==> src/design/cbfp_pkg.sv <==
// shared types and constants for the camera block frame parser
package cbfp_pkg;

    localparam int BYTE_W  = 8;
    localparam int WORD_W  = 16;
    localparam int COUNT_W = 6;
    localparam int KIND_W  = 2;
    localparam int NUM_HELD = 5;

    localparam logic [WORD_W-1:0]  START_NORMAL     = 16'haa55;
    localparam logic [WORD_W-1:0]  START_CC         = 16'haa56;
    localparam logic [WORD_W-1:0]  START_REVERSED   = 16'h55aa;
    localparam logic [WORD_W-1:0]  SEEK_IDLE_WORD   = 16'hffff;
    localparam logic [COUNT_W-1:0] MAX_BLOCKS_RESET = 6'd30;

    // index of the last data word in normal and color-code blocks
    localparam logic [2:0] LAST_NORMAL = 3'd4;
    localparam logic [2:0] LAST_CC     = 3'd5;

    typedef enum logic [KIND_W-1:0] {
        KIND_BLOCK     = 2'd0,
        KIND_FRAME_END = 2'd1,
        KIND_CSUM_ERR  = 2'd2
    } kind_t;

    typedef enum logic [1:0] {
        PH_SEEK   = 2'd0,
        PH_CHECK  = 2'd1,
        PH_FIELDS = 2'd2,
        PH_TRAIL  = 2'd3
    } phase_t;

    typedef struct packed {
        kind_t               kind;
        logic [WORD_W-1:0]   signature;
        logic [WORD_W-1:0]   pos_x;
        logic [WORD_W-1:0]   pos_y;
        logic [WORD_W-1:0]   box_width;
        logic [WORD_W-1:0]   box_height;
        logic [WORD_W-1:0]   angle;
        logic                is_color_code;
        logic [COUNT_W-1:0]  frame_count;
    } result_t;

endpackage

==> src/design/cbfp_input_skid.sv <==
// input byte register with a skid slot so that the stall is registered
module cbfp_input_skid (
    input  logic                       clk,
    input  logic                       rst_n,
    input  logic                       in_valid,
    output logic                       in_stall,
    input  logic [cbfp_pkg::BYTE_W-1:0] rx_byte,
    input  logic                       advance,
    output logic                       stage_valid,
    output logic [cbfp_pkg::BYTE_W-1:0] stage_byte
);
    import cbfp_pkg::*;

    logic              stage_valid_reg, stage_valid_next;
    logic [BYTE_W-1:0] stage_byte_reg, stage_byte_next;
    logic              skid_valid_reg, skid_valid_next;
    logic [BYTE_W-1:0] skid_byte_reg, skid_byte_next;
    logic              accepted;

    assign in_stall    = skid_valid_reg;
    assign accepted    = in_valid && !skid_valid_reg;
    assign stage_valid = stage_valid_reg;
    assign stage_byte  = stage_byte_reg;

    // stage and skid next values
    always_comb
    begin
        stage_valid_next = stage_valid_reg;
        stage_byte_next  = stage_byte_reg;
        skid_valid_next  = skid_valid_reg;
        skid_byte_next   = skid_byte_reg;
        if (stage_valid_reg && !advance)
        begin
            if (accepted)
            begin
                skid_valid_next = 1'b1;
                skid_byte_next  = rx_byte;
            end
        end
        else if (skid_valid_reg)
        begin
            stage_valid_next = 1'b1;
            stage_byte_next  = skid_byte_reg;
            skid_valid_next  = 1'b0;
        end
        else if (accepted)
        begin
            stage_valid_next = 1'b1;
            stage_byte_next  = rx_byte;
        end
        else
        begin
            stage_valid_next = 1'b0;
        end
    end

    // control flags
    always_ff @(posedge clk or negedge rst_n)
    begin
        if (!rst_n)
        begin
            stage_valid_reg <= 1'b0;
            skid_valid_reg  <= 1'b0;
        end
        else
        begin
            stage_valid_reg <= stage_valid_next;
            skid_valid_reg  <= skid_valid_next;
        end
    end

    // payload bytes
    always_ff @(posedge clk)
    begin
        stage_byte_reg <= stage_byte_next;
        skid_byte_reg  <= skid_byte_next;
    end

endmodule

==> src/design/cbfp_parser.sv <==
// byte pairing, frame state machine and checksum, one byte per step
module cbfp_parser (
    input  logic                          clk,
    input  logic                          rst_n,
    input  logic                          step,
    input  logic [cbfp_pkg::BYTE_W-1:0]   byte_in,
    input  logic [cbfp_pkg::COUNT_W-1:0]  max_blocks,
    output logic                          res_valid,
    output cbfp_pkg::result_t             res
);
    import cbfp_pkg::*;

    phase_t             phase_reg, phase_next;
    logic               byte_phase_reg, byte_phase_next;
    logic [BYTE_W-1:0]  low_half_reg, low_half_next;
    logic               drop_reg, drop_next;
    logic [WORD_W-1:0]  prev_word_reg, prev_word_next;
    logic [WORD_W-1:0]  exp_sum_reg, exp_sum_next;
    logic [WORD_W-1:0]  run_sum_reg, run_sum_next;
    logic [2:0]         field_idx_reg, field_idx_next;
    logic               cc_mode_reg, cc_mode_next;
    logic [COUNT_W-1:0] good_reg, good_next;
    logic [WORD_W-1:0]  held_reg [NUM_HELD];
    logic [WORD_W-1:0]  held_next [NUM_HELD];

    logic [WORD_W-1:0]  word;
    logic               is_start;
    logic [WORD_W-1:0]  sum_now;
    logic [2:0]         last_idx;

    assign word     = {byte_in, low_half_reg};
    assign is_start = (word == START_NORMAL) || (word == START_CC);
    assign sum_now  = run_sum_reg + word;
    assign last_idx = cc_mode_reg ? LAST_CC : LAST_NORMAL;

    // next state and result
    always_comb
    begin
        phase_next      = phase_reg;
        byte_phase_next = byte_phase_reg;
        low_half_next   = low_half_reg;
        drop_next       = drop_reg;
        prev_word_next  = prev_word_reg;
        exp_sum_next    = exp_sum_reg;
        run_sum_next    = run_sum_reg;
        field_idx_next  = field_idx_reg;
        cc_mode_next    = cc_mode_reg;
        good_next       = good_reg;
        for (int i = 0; i < NUM_HELD; i++)
        begin
            held_next[i] = held_reg[i];
        end
        res_valid = 1'b0;
        res       = '0;

        if (step)
        begin
            if (drop_reg)
            begin
                drop_next = 1'b0;
            end
            else if (!byte_phase_reg)
            begin
                low_half_next   = byte_in;
                byte_phase_next = 1'b1;
            end
            else
            begin
                byte_phase_next = 1'b0;
                case (phase_reg)
                    PH_SEEK:
                    begin
                        if (word == '0 && prev_word_reg == '0)
                        begin
                            // two zero words: empty frame
                            res_valid      = 1'b1;
                            res.kind       = KIND_FRAME_END;
                            good_next      = '0;
                            prev_word_next = SEEK_IDLE_WORD;
                        end
                        else if (is_start && prev_word_reg == word)
                        begin
                            cc_mode_next = (word == START_CC);
                            good_next    = '0;
                            if (max_blocks == '0)
                            begin
                                res_valid      = 1'b1;
                                res.kind       = KIND_FRAME_END;
                                prev_word_next = SEEK_IDLE_WORD;
                            end
                            else
                            begin
                                phase_next     = PH_CHECK;
                                prev_word_next = SEEK_IDLE_WORD;
                            end
                        end
                        else
                        begin
                            // reversed sync word shifts pairing by one byte
                            if (word == START_REVERSED)
                            begin
                                drop_next = 1'b1;
                            end
                            prev_word_next = word;
                        end
                    end
                    PH_CHECK:
                    begin
                        if (is_start)
                        begin
                            res_valid       = 1'b1;
                            res.kind        = KIND_FRAME_END;
                            res.frame_count = good_reg;
                            cc_mode_next    = (word == START_CC);
                            good_next       = '0;
                        end
                        else if (word == '0)
                        begin
                            res_valid       = 1'b1;
                            res.kind        = KIND_FRAME_END;
                            res.frame_count = good_reg;
                            phase_next      = PH_SEEK;
                            prev_word_next  = SEEK_IDLE_WORD;
                        end
                        else
                        begin
                            exp_sum_next   = word;
                            run_sum_next   = '0;
                            field_idx_next = '0;
                            phase_next     = PH_FIELDS;
                        end
                    end
                    PH_FIELDS:
                    begin
                        for (int i = 0; i < NUM_HELD; i++)
                        begin
                            if (field_idx_reg == 3'(i))
                            begin
                                held_next[i] = word;
                            end
                        end
                        run_sum_next = sum_now;
                        if (field_idx_reg < last_idx)
                        begin
                            field_idx_next = field_idx_reg + 3'd1;
                        end
                        else
                        begin
                            phase_next     = PH_TRAIL;
                            field_idx_next = '0;
                            res_valid      = 1'b1;
                            if (sum_now == exp_sum_reg)
                            begin
                                good_next         = good_reg + 6'd1;
                                res.kind          = KIND_BLOCK;
                                res.signature     = held_reg[0];
                                res.pos_x         = held_reg[1];
                                res.pos_y         = held_reg[2];
                                res.box_width     = held_reg[3];
                                res.box_height    = field_idx_reg == LAST_NORMAL ?
                                                    word : held_reg[4];
                                res.angle         = cc_mode_reg ? word : '0;
                                res.is_color_code = cc_mode_reg;
                            end
                            else
                            begin
                                res.kind = KIND_CSUM_ERR;
                            end
                        end
                    end
                    PH_TRAIL:
                    begin
                        if (is_start && good_reg < max_blocks)
                        begin
                            cc_mode_next = (word == START_CC);
                            phase_next   = PH_CHECK;
                        end
                        else
                        begin
                            res_valid       = 1'b1;
                            res.kind        = KIND_FRAME_END;
                            res.frame_count = good_reg;
                            phase_next      = PH_SEEK;
                            prev_word_next  = SEEK_IDLE_WORD;
                        end
                    end
                    default:
                    begin
                        phase_next = PH_SEEK;
                    end
                endcase
            end
        end
    end

    // parser state
    always_ff @(posedge clk or negedge rst_n)
    begin
        if (!rst_n)
        begin
            phase_reg      <= PH_SEEK;
            byte_phase_reg <= 1'b0;
            low_half_reg   <= '0;
            drop_reg       <= 1'b0;
            prev_word_reg  <= SEEK_IDLE_WORD;
            exp_sum_reg    <= '0;
            run_sum_reg    <= '0;
            field_idx_reg  <= '0;
            cc_mode_reg    <= 1'b0;
            good_reg       <= '0;
        end
        else
        begin
            phase_reg      <= phase_next;
            byte_phase_reg <= byte_phase_next;
            low_half_reg   <= low_half_next;
            drop_reg       <= drop_next;
            prev_word_reg  <= prev_word_next;
            exp_sum_reg    <= exp_sum_next;
            run_sum_reg    <= run_sum_next;
            field_idx_reg  <= field_idx_next;
            cc_mode_reg    <= cc_mode_next;
            good_reg       <= good_next;
        end
    end

    // held block words
    always_ff @(posedge clk)
    begin
        for (int i = 0; i < NUM_HELD; i++)
        begin
            held_reg[i] <= held_next[i];
        end
    end

endmodule

==> src/design/camera_block_frame_parser.sv <==
// top level: config register, input stage, parser and result register
// a result beat is registered as the byte that completes it leaves the input stage
// throughput: one byte beat per cycle while the result side does not stall
// stall towards the sender is registered; the parser state machine does one byte a step
// reset (rst_n, asynchronous): seeking frame start, no result pending, max_blocks 30
module camera_block_frame_parser (
    input  logic                          clk,
    input  logic                          rst_n,
    input  logic                          cfg_valid,
    output logic                          cfg_ready,
    input  logic [cbfp_pkg::COUNT_W-1:0]  cfg_data,
    input  logic                          in_valid,
    output logic                          in_stall,
    input  logic [cbfp_pkg::BYTE_W-1:0]   rx_byte,
    output logic                          out_valid,
    input  logic                          out_stall,
    output logic [cbfp_pkg::KIND_W-1:0]   result_kind,
    output logic [cbfp_pkg::WORD_W-1:0]   signature,
    output logic [cbfp_pkg::WORD_W-1:0]   pos_x,
    output logic [cbfp_pkg::WORD_W-1:0]   pos_y,
    output logic [cbfp_pkg::WORD_W-1:0]   box_width,
    output logic [cbfp_pkg::WORD_W-1:0]   box_height,
    output logic [cbfp_pkg::WORD_W-1:0]   angle,
    output logic                          is_color_code,
    output logic [cbfp_pkg::COUNT_W-1:0]  frame_count
);
    import cbfp_pkg::*;

    logic [COUNT_W-1:0] max_blocks_reg;
    logic               stage_valid;
    logic [BYTE_W-1:0]  stage_byte;
    logic               advance;
    logic               res_valid;
    result_t            res;
    logic               out_valid_reg, out_valid_next;
    result_t            out_reg;

    assign cfg_ready = 1'b1;

    // stage moves on when the result register is free or being emptied
    assign advance = stage_valid && (!out_valid_reg || !out_stall);

    // configuration register
    always_ff @(posedge clk or negedge rst_n)
    begin
        if (!rst_n)
        begin
            max_blocks_reg <= MAX_BLOCKS_RESET;
        end
        else if (cfg_valid && cfg_ready)
        begin
            max_blocks_reg <= cfg_data;
        end
    end

    cbfp_input_skid u_skid (
        .clk         (clk),
        .rst_n       (rst_n),
        .in_valid    (in_valid),
        .in_stall    (in_stall),
        .rx_byte     (rx_byte),
        .advance     (advance),
        .stage_valid (stage_valid),
        .stage_byte  (stage_byte)
    );

    cbfp_parser u_parser (
        .clk        (clk),
        .rst_n      (rst_n),
        .step       (advance),
        .byte_in    (stage_byte),
        .max_blocks (max_blocks_reg),
        .res_valid  (res_valid),
        .res        (res)
    );

    // result beat valid
    always_comb
    begin
        if (advance)
        begin
            out_valid_next = res_valid;
        end
        else if (!out_stall)
        begin
            out_valid_next = 1'b0;
        end
        else
        begin
            out_valid_next = out_valid_reg;
        end
    end

    always_ff @(posedge clk or negedge rst_n)
    begin
        if (!rst_n)
        begin
            out_valid_reg <= 1'b0;
        end
        else
        begin
            out_valid_reg <= out_valid_next;
        end
    end

    // result payload
    always_ff @(posedge clk)
    begin
        if (advance && res_valid)
        begin
            out_reg <= res;
        end
    end

    assign out_valid     = out_valid_reg;
    assign result_kind   = out_reg.kind;
    assign signature     = out_reg.signature;
    assign pos_x         = out_reg.pos_x;
    assign pos_y         = out_reg.pos_y;
    assign box_width     = out_reg.box_width;
    assign box_height    = out_reg.box_height;
    assign angle         = out_reg.angle;
    assign is_color_code = out_reg.is_color_code;
    assign frame_count   = out_reg.frame_count;

endmodule
==> config.mk <==
export PLATFORM = sky130hd
export DESIGN_NAME = camera_block_frame_parser
export DESIGN_NICKNAME = d
export VERILOG_FILES = /design/src/design/cbfp_pkg.sv /design/src/design/cbfp_input_skid.sv /design/src/design/cbfp_parser.sv /design/src/design/camera_block_frame_parser.sv
export SDC_FILE = /design/constraint.sdc
export NUM_CORES = 1
export LEC_CHECK = 0
export ABC_CLOCK_PERIOD_IN_PS = 9270
export BUFFER_PORTS_ARGS = -buffer_cell sky130_fd_sc_hd__buf_2
export CORE_ASPECT_RATIO = 1.75
export CORE_UTILIZATION = 40
export CTS_BUF_LIST = sky130_fd_sc_hd__clkbuf_2 sky130_fd_sc_hd__clkbuf_4 sky130_fd_sc_hd__clkbuf_8
export DETAILED_ROUTE_END_ITERATION = 7
export PLACE_DENSITY = 0.66
export SYNTH_ARGS = -nofsm -noshare
export SYNTH_HDL_FRONTEND = slang
export SYNTH_SLANG_ARGS = --single-unit
==> constraint.sdc <==
create_clock -name clk -period 9.27 [get_ports clk]
set_clock_uncertainty 0.15 [all_clocks]
set_input_delay 0.4635 -clock clk [delete_from_list [all_inputs] [get_ports clk]]
set_output_delay 0.4635 -clock clk [all_outputs]
set_load 0.01 [all_outputs]
Yosys cells after proc, flatten, opt, wreduce, memory -nomap -nowiden
Memories as Yosys holds them, arrays and structs flattened.
Cells that the tools add are included.

word-level totals
  register bits = 200
  latch bits = 0
  RAM bits = 80
  bits in read-only memories = 0
  input port bits = 19
  word-level logic and storage cells = 184
  memories kept = 1

memories
  name               depth  bits a word  rd ports  clocked after memory_dff  wr ports  line               source
  u_parser.held_reg  5      16           5         0                         5         cbfp_parser.sv:23  logic [WORD_W-1:0] held_reg [NUM_HELD];

operators by class
  $add $sub $neg = 3
  $mul = 0
  div/mod/pow operators = 0
  order comparisons = 2
  equal/unequal tests = 26
  shift operators = 0
  mux-type cells = 83
  bitwise operators = 9
  reductions and logical operators = 35

operator list
  kind                                                    count
  2-to-1 mux 80 bit                                       4
  2-to-1 mux 16 bit                                       13
  2-to-1 mux 99 bit                                       1
  2-to-1 mux 97 bit                                       1
  2-to-1 mux 6 bit                                        8
  one-hot mux 16 bit (3 select lines)                     1
  equality test 16 bit                                    2
  equality test 16 bit (second input constant)            2
  logical NOT 16 bit                                      2
  2-to-1 mux 1 bit                                        32
  one-hot mux 16 bit (2 select lines)                     1
  AND reduction 8 bit                                     3
  2-to-1 mux 2 bit                                        10
  one-hot mux 6 bit (3 select lines)                      1
  adder 16 bit                                            1
  equality test 16 x 15 -> 1 bit (second input constant)  1
  2-to-1 mux 8 bit                                        2
  one-hot mux 2 bit (4 select lines)                      2
  inequality test 2 x 1 -> 1 bit (second input constant)  7
  inequality test 2 bit (second input constant)           6
  one-hot mux 6 bit (2 select lines)                      1
  AND reduction 6 bit                                     2
  2-to-1 mux 3 bit                                        3
  inverter 1 bit                                          9
  27 further kinds                                        43

Logic depth before layout (Yosys ltp)
Gate-level depths: netlist of the first run.

  word-level depth = 10
  mapped depth = 14
  gate-level depth less buffers = 12

Hierarchy
From an unflattened synthesis of the first run, not the netlist that was laid out.

second synthesis, totals
  cell total of the unflattened synthesis = 924
  area, all modules = 12527.0 sq um

by module, submodules not included
  module                     instances  cells an instance  area each (sq um)
  cbfp_parser                1          765                8365.5
  camera_block_frame_parser  1          126                3468.3
  cbfp_input_skid            1          33                 693.2

Least setup slack after synthesis of the first run
Ideal clock, no wire load.

  path kind = register to register
  from = register u_parser.low_half_reg[5]
  to = register out_reg, in the netlist angle[0] (enable)
  data arrival time = 9.379 ns
  required time = 8.406 ns
  path slack = -0.973 ns
  cell stages (with the launch flop) = 10
  buffers on the path = 1
  clock period less this slack = 10.243 ns
  cells stage by stage = dfrtp_1 > clkbuf_1 > nor4_1 > nand2_1 > or3_1 > nor2b_1 > o21ai_0 > o21ai_0 > a21oi_1 > o21ai_0

between the ends
  cells in the longest elaborated chain, start to end = 10
  elaborated cells on any way between the ends = 18
  classes of those cells = 3 x eq/ne; 9 x mux; 6 x reduce/logical

RTL lines
  what                                  line                              source
  start, declared                       cbfp_parser.sv:15                 logic [BYTE_W-1:0] low_half_reg, low_half_next;
  start signal, assigned                cbfp_parser.sv:216                low_half_reg <= low_half_next;
  equality test 16 bit                  cbfp_parser.sv:32                 assign is_start = (word == START_NORMAL) || (word == START_CC);
  logical OR 1 bit                      cbfp_parser.sv:32
  logical AND 1 bit                     cbfp_parser.sv:81                 else if (is_start && prev_word_reg == word)
  2-to-1 mux 1 bit                      cbfp_parser.sv:81
  2-to-1 mux 1 bit                      cbfp_parser.sv:73                 if (word == '0 && prev_word_reg == '0)
  one-hot mux 1 bit (4 select lines) *  cbfp_parser.sv:70                 case (phase_reg)
  2-to-1 mux 1 bit *                    cbfp_parser.sv:62                 else if (!byte_phase_reg)
  2-to-1 mux 1 bit *                    cbfp_parser.sv:58                 if (drop_reg)
  2-to-1 mux 1 bit *                    cbfp_parser.sv:56                 if (step)
  logical AND 1 bit *                   camera_block_frame_parser.sv:109  if (advance && res_valid)
  end signal, assigned                  camera_block_frame_parser.sv:111  out_reg <= res;
  end, declared                         camera_block_frame_parser.sv:36   result_t out_reg;

Every way passes the cells marked *; elsewhere a longest branch is shown, timed or not.
A chain may end at the register's enable or synchronous reset.

Worst setup path in the final report of the first run
  from = register u_parser.low_half_reg[0]
  to = register out_reg, in the netlist box_height[12], data pin

between the ends
  cells in the longest elaborated chain, start to end = 4

RTL lines
  what                          line                source
  adder 16 bit                  cbfp_parser.sv:33   assign sum_now = run_sum_reg + word;
  equality test 16 bit          cbfp_parser.sv:152  if (sum_now == exp_sum_reg)
  inverter 1 bit (no line)      n/a
  OR reduction 6 bit (no line)  n/a

Every way passes these cells.

==> results of run 1 <==
-- how the worst max path moves through the flow --
| stage | start | end |
|---|---|---|
| global placement | u_parser.low_half_reg[0] | box_height[13] |
| global route | u_parser.low_half_reg[0] | angle[5] |
| CTS | u_parser.low_half_reg[0] | pos_y[10] |
| finish | u_parser.low_half_reg[0] | box_height[12] |
| detailed placement | u_parser.low_half_reg[0] | angle[3] |
| floorplan | u_parser.low_half_reg[5] | angle[0] |
-- timing repair --
item,in CTS,in global routing
endpoints found under the setup margin,0,0
hold endpoints to repair,45,0
hold buffers,17,0
-- synthesized netlist by cell type (all sizes together), types with 7 or more instances --
| cell | count |
|---|---|
| a21o | 8 |
| dfrtp | 59 |
| a21oi | 36 |
| edfxtp | 201 |
| nand2 | 58 |
| nand4 | 17 |
| buf | 13 |
| nor2 | 56 |
| or4 | 7 |
| inv | 19 |
| ha | 31 |
| nor3 | 8 |
| nor4 | 13 |
| nand3 | 16 |
| o211ai | 11 |
| xor2 | 12 |
| xnor2 | 31 |
| mux2 | 48 |
| o31ai | 11 |
| and3 | 26 |
| o21ai | 25 |
| clkbuf | 42 |
| dfstp | 20 |
| nand2b | 10 |
| and2 | 87 |
-- where the power goes --
group / internal [uW] / switching, uW / leakage (uW) / total, uW
Combinational: 473 / 636 / 0.00240 / 1110
Sequential: 1580 / 198 / 0.00282 / 1780
Clock: 506 / 460 / 0.000420 / 965
-- final cells by class --
type / instances / area (um2) / share of cell area
sequential: 280 / 8040 / 0.562
multi-input combinational: 568 / 4010 / 0.280
timing repair buffer: 155 / 896 / 0.0626
clock buffer: 59 / 724 / 0.0506
tap: 387 / 484 / 0.0338
clock inverter: 15 / 78.8 / 0.00551
inverter: 20 / 75.1 / 0.00525
antenna: 1 / 2.50 / 0.000175
-- logic make-up after synthesis --
family / Yosys count / synth area share
adders and majority gates: 32 / 0.0330
DFF: 280 / 0.651
and+or+nand+nor: 314 / 0.138
muxes: 51 / 0.0462
AOI/OAI and AO/OA: 121 / 0.0645
other: 1 / 0.000304
buffers and inverters: 75 / 0.0254
xor gates and xnor gates: 49 / 0.0416
-- per-stage QoR --
stage | hold WS, ps | cell area (um2) | setup WS [ps]
after floorplan | 17.9 | 12300 | 1860
after global placement | 319 | 13300 | 4580
after detailed placement | 327 | 13300 | 4550
after CTS | 0.599 | 14300 | 4500
after global routing | 34.4 | 14300 | 4100
final | 29.5 | 14300 | 4510
-- layer usage --
| metal | vias up | GRT usage | wire length [um] |
|---|---|---|---|
| met5 | - | 0 | 0 |
| met4 | 0 | 0.0987 | 1350 |
| met3 | 82 | 0.0309 | 1270 |
| met2 | 231 | 0.326 | 14700 |
| met1 | 3663 | 0.194 | 10100 |
| li1 | 3640 | - | - |
-- placed cells by master, fill, tap and decap left out, types with 4 or more instances in the layout --
cell type | synthesis | final
nand2b_1 | 10 | 10
dlygate4sd3_1 | 0 | 17
a21oi_1 | 36 | 36
nand3_1 | 16 | 16
clkbuf_8 | 0 | 45
mux2_2 | 48 | 48
clkinv_1 | 1 | 6
o211ai_1 | 11 | 11
nor2_1 | 56 | 56
dfstp_2 | 20 | 20
edfxtp_1 | 201 | 201
buf_2 | 7 | 124
a21o_1 | 8 | 8
ha_1 | 31 | 31
nor2b_1 | 5 | 5
nand4_1 | 16 | 16
or4_1 | 7 | 7
o21ai_0 | 25 | 24
nor4_1 | 11 | 11
and3_1 | 26 | 26
clkinv_2 | 0 | 6
nand2_1 | 58 | 58
o21a_1 | 5 | 5
clkinvlp_4 | 0 | 4
and2_1 | 86 | 86
nor3_1 | 8 | 8
dfrtp_1 | 59 | 59
inv_1 | 19 | 19
o31ai_1 | 11 | 11
xor2_1 | 12 | 12
buf_4 | 3 | 14
clkbuf_4 | 0 | 14
xnor2_1 | 31 | 31
xnor3_1 | 5 | 5
==> metrics.txt, run 1 <==
Fillers around 2.7k; Setup-failing EPs final 0; routed vias around 7.6k; Lkg Pwr ~0.0056 uW; fin. max-slew vios 0; relative slew slack 0.171; slew of the pin with the lowest slew margin around 1200 ps; core box area 30,200 um2; Synth Area per Inst 13.4 um2; Util after Layout 0.474; Max Freq around 210 MHz; starting density of the core 0.409; Sink Count 280; Finished Layout Cells roughly 1.5k; Synth Flop Type edfxtp_1; die height 234 um; final net count 1,117; post-CTS setup buffers 0; largest net degree at the start of global routing between 90 and 100; Worst Hold Path Cells 2; Final GP Congestion 0.869; drt first pass iters 5; worst path bufs/invs 2; PD cells 269 nW/um2; Worst-Skew Late Latency 550 ps; Cells after Synth ~920; top cell type's share of synthesized area 0.489; crit-path max cell delay ~740 ps; crit-path cells ha_1, inv_1, fa_1, nor2b_1, o31a_1, o22ai_4, xnor3_1, or4_1, nor4_2, nand4_2, nor4_4, buf_4, and2_1; DRT Wirelength 27,500 um; number of synthesized flops with an enable pin 201; sequential fraction of the synthesis area 0.651; first-pass GRT wire length 42,200 um; CTS Buf Count 41; synthesized cell area about 12,000 um2; Crit path max-delay family simple AND/OR/NAND/NOR gates; root cell of the clock tree clkbuf_8; total power 3850 uW; I/O pin count 127; clk buf depth 3; hold path endpoint max_blocks_reg[1]; CTS tree done; critical path class reg -> reg; syn_nets 974; WP depth 13; share of layout cells above drive strength 1 0.257; setup TNS 0 ps; Buffers on Ports 125; Req. time, crit path 9530 ps; GRT Total Usage 0.178; row cnt 84; htree depth 2; yosys warns 0; die area about 32,000 um2; initial antenna violation count 0; Worst IR Drop VDD 0.129 mV; Synth area leaders edfxtp_1, dfrtp_1, mux2_2; crit path max fanout 97; DP HPWL between 15,000 and 20,000 um; max reg flops 80; reg2reg end box_height[12]; Post-CTS Resized 0; dpl cells 1,393; ys async rst share 0.282; min-delay worst type in -> reg; vias per cell ~5; status completed; initial DRC count roughly 440; final hold vios 0; FF-to-FF Start u_parser.low_half_reg[0]; aggregate global routing overflow 0; Layout area overhead 15.9%; drt drc 0; vias in the first global route 7,617; max_cap viols 0; Tcrit/Tclk final 0.513; worst hold start cfg_valid; reg2reg setup slack about 4500 ps; Synth Register Bits 280; Worst-path clk slew 70 ps; WL/cell around 19 um; Reg2Reg Depth 13; Detail Route Antenna Nets 0; Synth cell types 66; largest area contributor in the netlist edfxtp_1; worst path arrival time 5020 ps; CP Launch Type flop; Crit. End Element flop; unrepaired setup endpoints after global routing false; die width 135 um; fin crit period 4760 ps; Crit-path slowest cell dfrtp_1
(Power assumes the default switching activity.)
==> run 2: changes to the inputs <==
ABC_CLOCK_PERIOD_IN_PS = 4400   (was 9270)
PLACE_DENSITY = 0.64   (was 0.66)
clock period = 4.4 ns   (was 9.27 ns; I/O delays follow)
==> metrics.txt, run 2 (same netlist as run 1, synthesis figures left out) <==
CP Launch Type flop; die width 135 um (unchanged); starting density of the core 0.409 (unchanged); setup TNS 0 ps (unchanged); DP HPWL 18,900 um (+3.7%); max_cap viols 0 (unchanged); Worst-path clk slew 70 ps (about the same); largest net degree at the start of global routing 98 (unchanged); Crit-path slowest cell dfrtp_1; Layout area overhead 18.0%; WL/cell 18.5 um (-0.14%); die area 31,600 um2 (unchanged); Worst-Skew Late Latency 550 ps (about the same); Detail Route Antenna Nets 0 (unchanged); slew of the pin with the lowest slew margin 1160 ps (-78.4 ps); Req. time, crit path 4670 ps (-4860 ps); first-pass GRT wire length 43,100 um (+2.2%); CTS tree done; initial DRC count 388 (-11%); DRT Wirelength 28,000 um (+1.8%); most common cell after layout, fill and taps aside edfxtp_1; drt drc 0 (unchanged); clk buf depth 3 (unchanged); Crit. End Element flop; share of layout cells above drive strength 1 0.262 (+0.00492); row cnt 84 (unchanged); Setup-failing EPs final 0 (unchanged); relative slew slack 0.228 (+0.0569); dpl cells 1,409 (+1.1%); Final GP Congestion 0.942 (+8.3%); Buffers on Ports 125 (unchanged); I/O pin count 127 (unchanged); worst path arrival time 4340 ps (-680 ps); min-delay worst type in -> async; commonest cells after routing, fill and taps aside edfxtp_1, buf_2, and2_1; crit-path cells ha_1, a21o_1, a21oi_1, o21a_1, xnor3_1, or4_1, nor4_2, nand4_2, nor4_4, buf_12, and3_1; Crit path max-delay family simple AND/OR/NAND/NOR gates; initial antenna violation count 1 (+1); Finished Layout Cells 1,514 (+2.0%); critical path class reg -> reg; Worst IR Drop VDD 0.247 mV (+92%); crit-path max cell delay 520 ps (-220 ps); final hold vios 0 (unchanged); max reg flops 80 (unchanged); fin crit period 4070 ps (-685 ps); fin. max-slew vios 0 (unchanged); status completed; drt first pass iters 5 (unchanged); unrepaired setup endpoints after global routing false; aggregate global routing overflow 0 (unchanged); crit path max fanout 97 (unchanged); Tcrit/Tclk final 0.926 (+0.413); worst path bufs/invs 1 (-1); htree depth 2 (unchanged); final net count 1,145 (+2.5%); Lkg Pwr 0.00576 uW (+1.9%); Sink Count 280 (unchanged); core box area 30,200 um2 (unchanged); root cell of the clock tree clkbuf_8; PD cells 560 nW/um2 (+110%); Max Freq 245 MHz (+17%); vias in the first global route 7,746 (+1.7%); die height 234 um (unchanged); routed vias 7,758 (+1.9%); CTS Buf Count 40 (-2.4%); GRT Total Usage 0.183 (+0.00482); vias per cell 5.12 (about the same)
[run 2: layout make-up]
class	instances	area [um2]
fillers	2671	15600
flip-flops and latches	280	8040
multi-input cells	568	4010
repair buffers	184	1180
clock buffers	55	669
well taps	387	484
clock inverters	19	100
inverters	20	75.1
diodes	1	2.50
[run 2: per-layer routing]
layer,vias up,routed length (um),global-route usage,part of all wire
met5,-,0,0,0
met4,0,1290,0.0945,0.046
met3,72,1150,0.0288,0.041
met2,196,15500,0.349,0.55
met1,3795,10100,0.191,0.36
li1,3695,-,-,-
[run 2: path summary, 6_finish.rpt]
path,slack (ps),cells past startpoint,start,endpoint
worst min-delay path,240,2,rst_n,u_parser.prev_word_reg[3]
min in group clk,250,2,rx_byte[4],u_skid.skid_byte_reg[4]
max in group asynchronous,2960,3,rst_n,u_parser.low_half_reg[6]
worst max-delay path,330,11,u_parser.low_half_reg[1],angle[2]
worst max register to register,330,11,u_parser.low_half_reg[1],angle[2]
worst min register to register,340,2,u_parser.run_sum_reg[0],u_parser.run_sum_reg[0]
[run 2: power breakdown]
group          total [uW]  switching [uW]  internal [uW]
registers            3640             302           3330
logic                2570            1500           1060
clock network        1960             958            997
total                8160            2760           5400
[run 2: stage by stage]
step                      utilization  hold slack, ps  area [um2]  setup slack (ps)  total power, uW
final                           0.483             239       14600               326             8160
after floorplan                     -            -226       12400              21.8             5420
after global placement          0.447            29.4       13500               341             6180
after CTS                       0.483             217       14600               290             8240
after detailed placement        0.447            31.4       13500               315             6230
after global routing            0.483             239       14600               106             8640
[run 2: timing repair]
action | in CTS | in global routing
endpoints found under the setup margin | 0 | 54
hold buffers | 30 | 0
setup buffers | 0 | 0
hold endpoints to repair | 41 | 0
gates resized for setup | 0 | 1
==> run 3: changes to the inputs <==
CTS_BUF_LIST = sky130_fd_sc_hd__clkbuf_8 sky130_fd_sc_hd__clkbuf_16   (was sky130_fd_sc_hd__clkbuf_2 sky130_fd_sc_hd__clkbuf_4 sky130_fd_sc_hd__clkbuf_8)
SYNTH_HIERARCHICAL = 1   (was default)
==> metrics.txt, run 3 <==
unrepaired setup endpoints after global routing false; I/O pin count 127 (unchanged); # diodes 0 (-1); critical path class reg -> reg; CP most frequent cell nand2_1; commonest cells after routing, fill and taps aside edfxtp_1, buf_2, and3_1; relative slew slack 0.185 (-0.0424); aggregate global routing overflow 0 (unchanged); Final Cell Area 14,900 um2 (+2.5%); Req. time, crit path 4660 ps (about the same); Crit-path slowest cell or4_4; die width 136 um (+0.73%); Worst-path clk slew 70 ps (about the same); fin. max-slew vios 0 (unchanged); Fillers 2,621 (-1.9%); clk buf depth 3 (unchanged); vias per cell 5.31 (+3.6%); Tcrit/Tclk final 0.851 (-0.0753); Max Freq 267 MHz (+8.9%); sequential fraction of the synthesis area 0.642 (-0.00950); starting density of the core 0.408 (-0.00167); synthesized cell area 12,500 um2 (+1.5%); largest area contributor in the netlist edfxtp_1; crit-path cells ha_1, inv_1, fa_1, and2b_1, o2111ai_1, nand2_1, xor3_1, a211oi_1, nand2_1, or4_4, nor2_8, and3_1; slew of the pin with the lowest slew margin 1220 ps (+63.5 ps); most common cell after layout, fill and taps aside edfxtp_1; count leader, synth edfxtp_1; Setup-failing EPs final 0 (unchanged); Lkg Pwr 0.00662 uW (+15%); DRT Wirelength 30,000 um (+7.2%); worst path bufs/invs 1 (unchanged); Synth cell types 73 (+11%); root cell of the clock tree clkbuf_16; Detail Route Antenna Nets 0 (unchanged); ys async rst share 0.282 (unchanged); first-pass GRT wire length 46,400 um (+7.5%); die area 32,100 um2 (+1.5%); drt drc 0 (unchanged); max reg flops 80 (unchanged); vias in the first global route 8,238 (+6.4%); fin crit period 3740 ps (-331 ps); initial antenna violation count 0 (-1); Crit. End Element flop; placed inst area 13,800 um2 (+2.6%); Synth Register Bits 280 (unchanged); top cell type's share of synthesized area 0.482 (-0.00713); Worst-Skew Late Latency 540 ps (about the same); htree depth 1 (-1); number of synthesized flops with an enable pin 201 (unchanged); Synth Flop Type edfxtp_1; WL/cell 20.0 um (+8.1%); worst path arrival time 4000 ps (-340 ps); max_cap viols 0 (unchanged); Final GP Congestion 0.984 (+4.5%); minimum hold slack 37.2 ps (-202 ps); yosys warns 6 (+6); DP HPWL 21,500 um (+14%); status completed; core box area 30,700 um2 (+1.9%); Worst IR Drop VDD 0.279 mV (+13%); largest net degree at the start of global routing 48 (-51%); commonest cells in the netlist edfxtp_1, and3_1, dfrtp_1, nand2_1, nor2_1; syn_nets 970 (-0.41%); share of layout cells above drive strength 1 0.279 (+0.0173); GRT Total Usage 0.192 (+0.00855); Layout area overhead 19.2%; die height 236 um (+0.73%); drt first pass iters 4 (-1); CTS tree done; crit-path max cell delay 640 ps (+120 ps); final net count 1,137 (-0.70%); routed vias 7,970 (+2.7%); PD cells 623 nW/um2 (+11%); final hold vios 0 (unchanged); Buffers on Ports 125 (unchanged); Util after Layout 0.486 (+0.00295); Cells after Synth 924 (+0.11%); initial DRC count 444 (+14%); post-CTS setup buffers 0 (unchanged); CTS Buf Count 25 (-38%); CP Launch Type flop; min-delay worst type in -> async; Sink Count 280 (unchanged); Crit path max-delay family simple AND/OR/NAND/NOR gates; row cnt 85 (+1.2%); Synth Area per Inst 13.6 um2 (+1.4%); crit path max fanout 17 (-82%); Synth area leaders edfxtp_1, dfrtp_1, and3_1
==> run 3: layout make-up <==
cell class / count / area, um2 / area share
Clock buffer: 25 / 626 / 0.0419
Clock inverter: 21 / 238 / 0.0159
Inverter: 38 / 143 / 0.00956
Multi-Input combinational cell: 556 / 4170 / 0.279
Sequential cell: 280 / 8040 / 0.538
Tap cell: 391 / 489 / 0.0328
Timing Repair Buffer: 190 / 1220 / 0.0820
==> run 3: metrics by stage <==
step                      std cells  total power (uW)  worst slack [ps]  TNS, ps
after CTS                      1501              9350               657        0
final                          1501              9300               658        0
after global placement         1432              6960               690        0
after global routing           1501              9770               486        0
after detailed placement       1432              7020               678        0
after floorplan                 924              5970             -17.9    -1880
==> run 3: cell families after synthesis <==
logic type | Yosys count | synth area share
multiplexers | 72 | 0.0671
AND/OR/NAND/NOR | 290 | 0.129
adder cells (fa/ha/maj) | 27 | 0.0276
buffers and inverters | 88 | 0.0313
other | 1 | 0.000299
XOR/XNOR | 52 | 0.0376
flip-flops | 280 | 0.642
AO/OA/AOI/OAI | 114 | 0.0658
==> run 3: worst reg2reg max path, stage by stage (launching register included) <==
cell,delay [ps]
dfrtp_1,350
ha_1,170
inv_1,60
fa_1,390
and2b_1,230
o2111ai_1,190
nand2_1,210
xor3_1,270
a211oi_1,360
nand2_1,180
or4_4,640
nor2_8,230
and3_1,210
==> run 3: routing by layer <==
metal | GRT usage | wire, um | up-vias
met1 | 0.201 | 10600 | 3950
met2 | 0.374 | 17100 | 199
li1 | - | - | 3746
met4 | 0.0906 | 1260 | 0
met3 | 0.0155 | 1030 | 75
met5 | 0 | 0 | -
==> run 3: final timing paths <==
path / start / depth (start not counted) / slack (ps) / endpoint
hold reg to reg: u_parser/run_sum_reg[14] / 2 / 340 / u_parser/run_sum_reg[14]
hold / removal: rst_n / 2 / 40 / max_blocks_reg[0]
setup reg to reg: u_parser/low_half_reg[0] / 12 / 660 / angle[9]
min in group clk: rx_byte[4] / 2 / 270 / u_skid/skid_byte_reg[4]
setup / recovery: u_parser/low_half_reg[0] / 12 / 660 / angle[9]
max in group asynchronous: rst_n / 3 / 3070 / u_parser/exp_sum_reg[4]
==> run 3: power by group <==
group | switching [uW] | internal, uW | total [uW]
combinational | 2000 | 1330 | 3320
clock | 962 | 1340 | 2300
sequential | 307 | 3370 | 3670
==> run 3: repair_timing <==
action / CTS / global route
hold buffers: 23 / 0
resized for setup: 0 / 0
hold endpoints to repair: 62 / 0
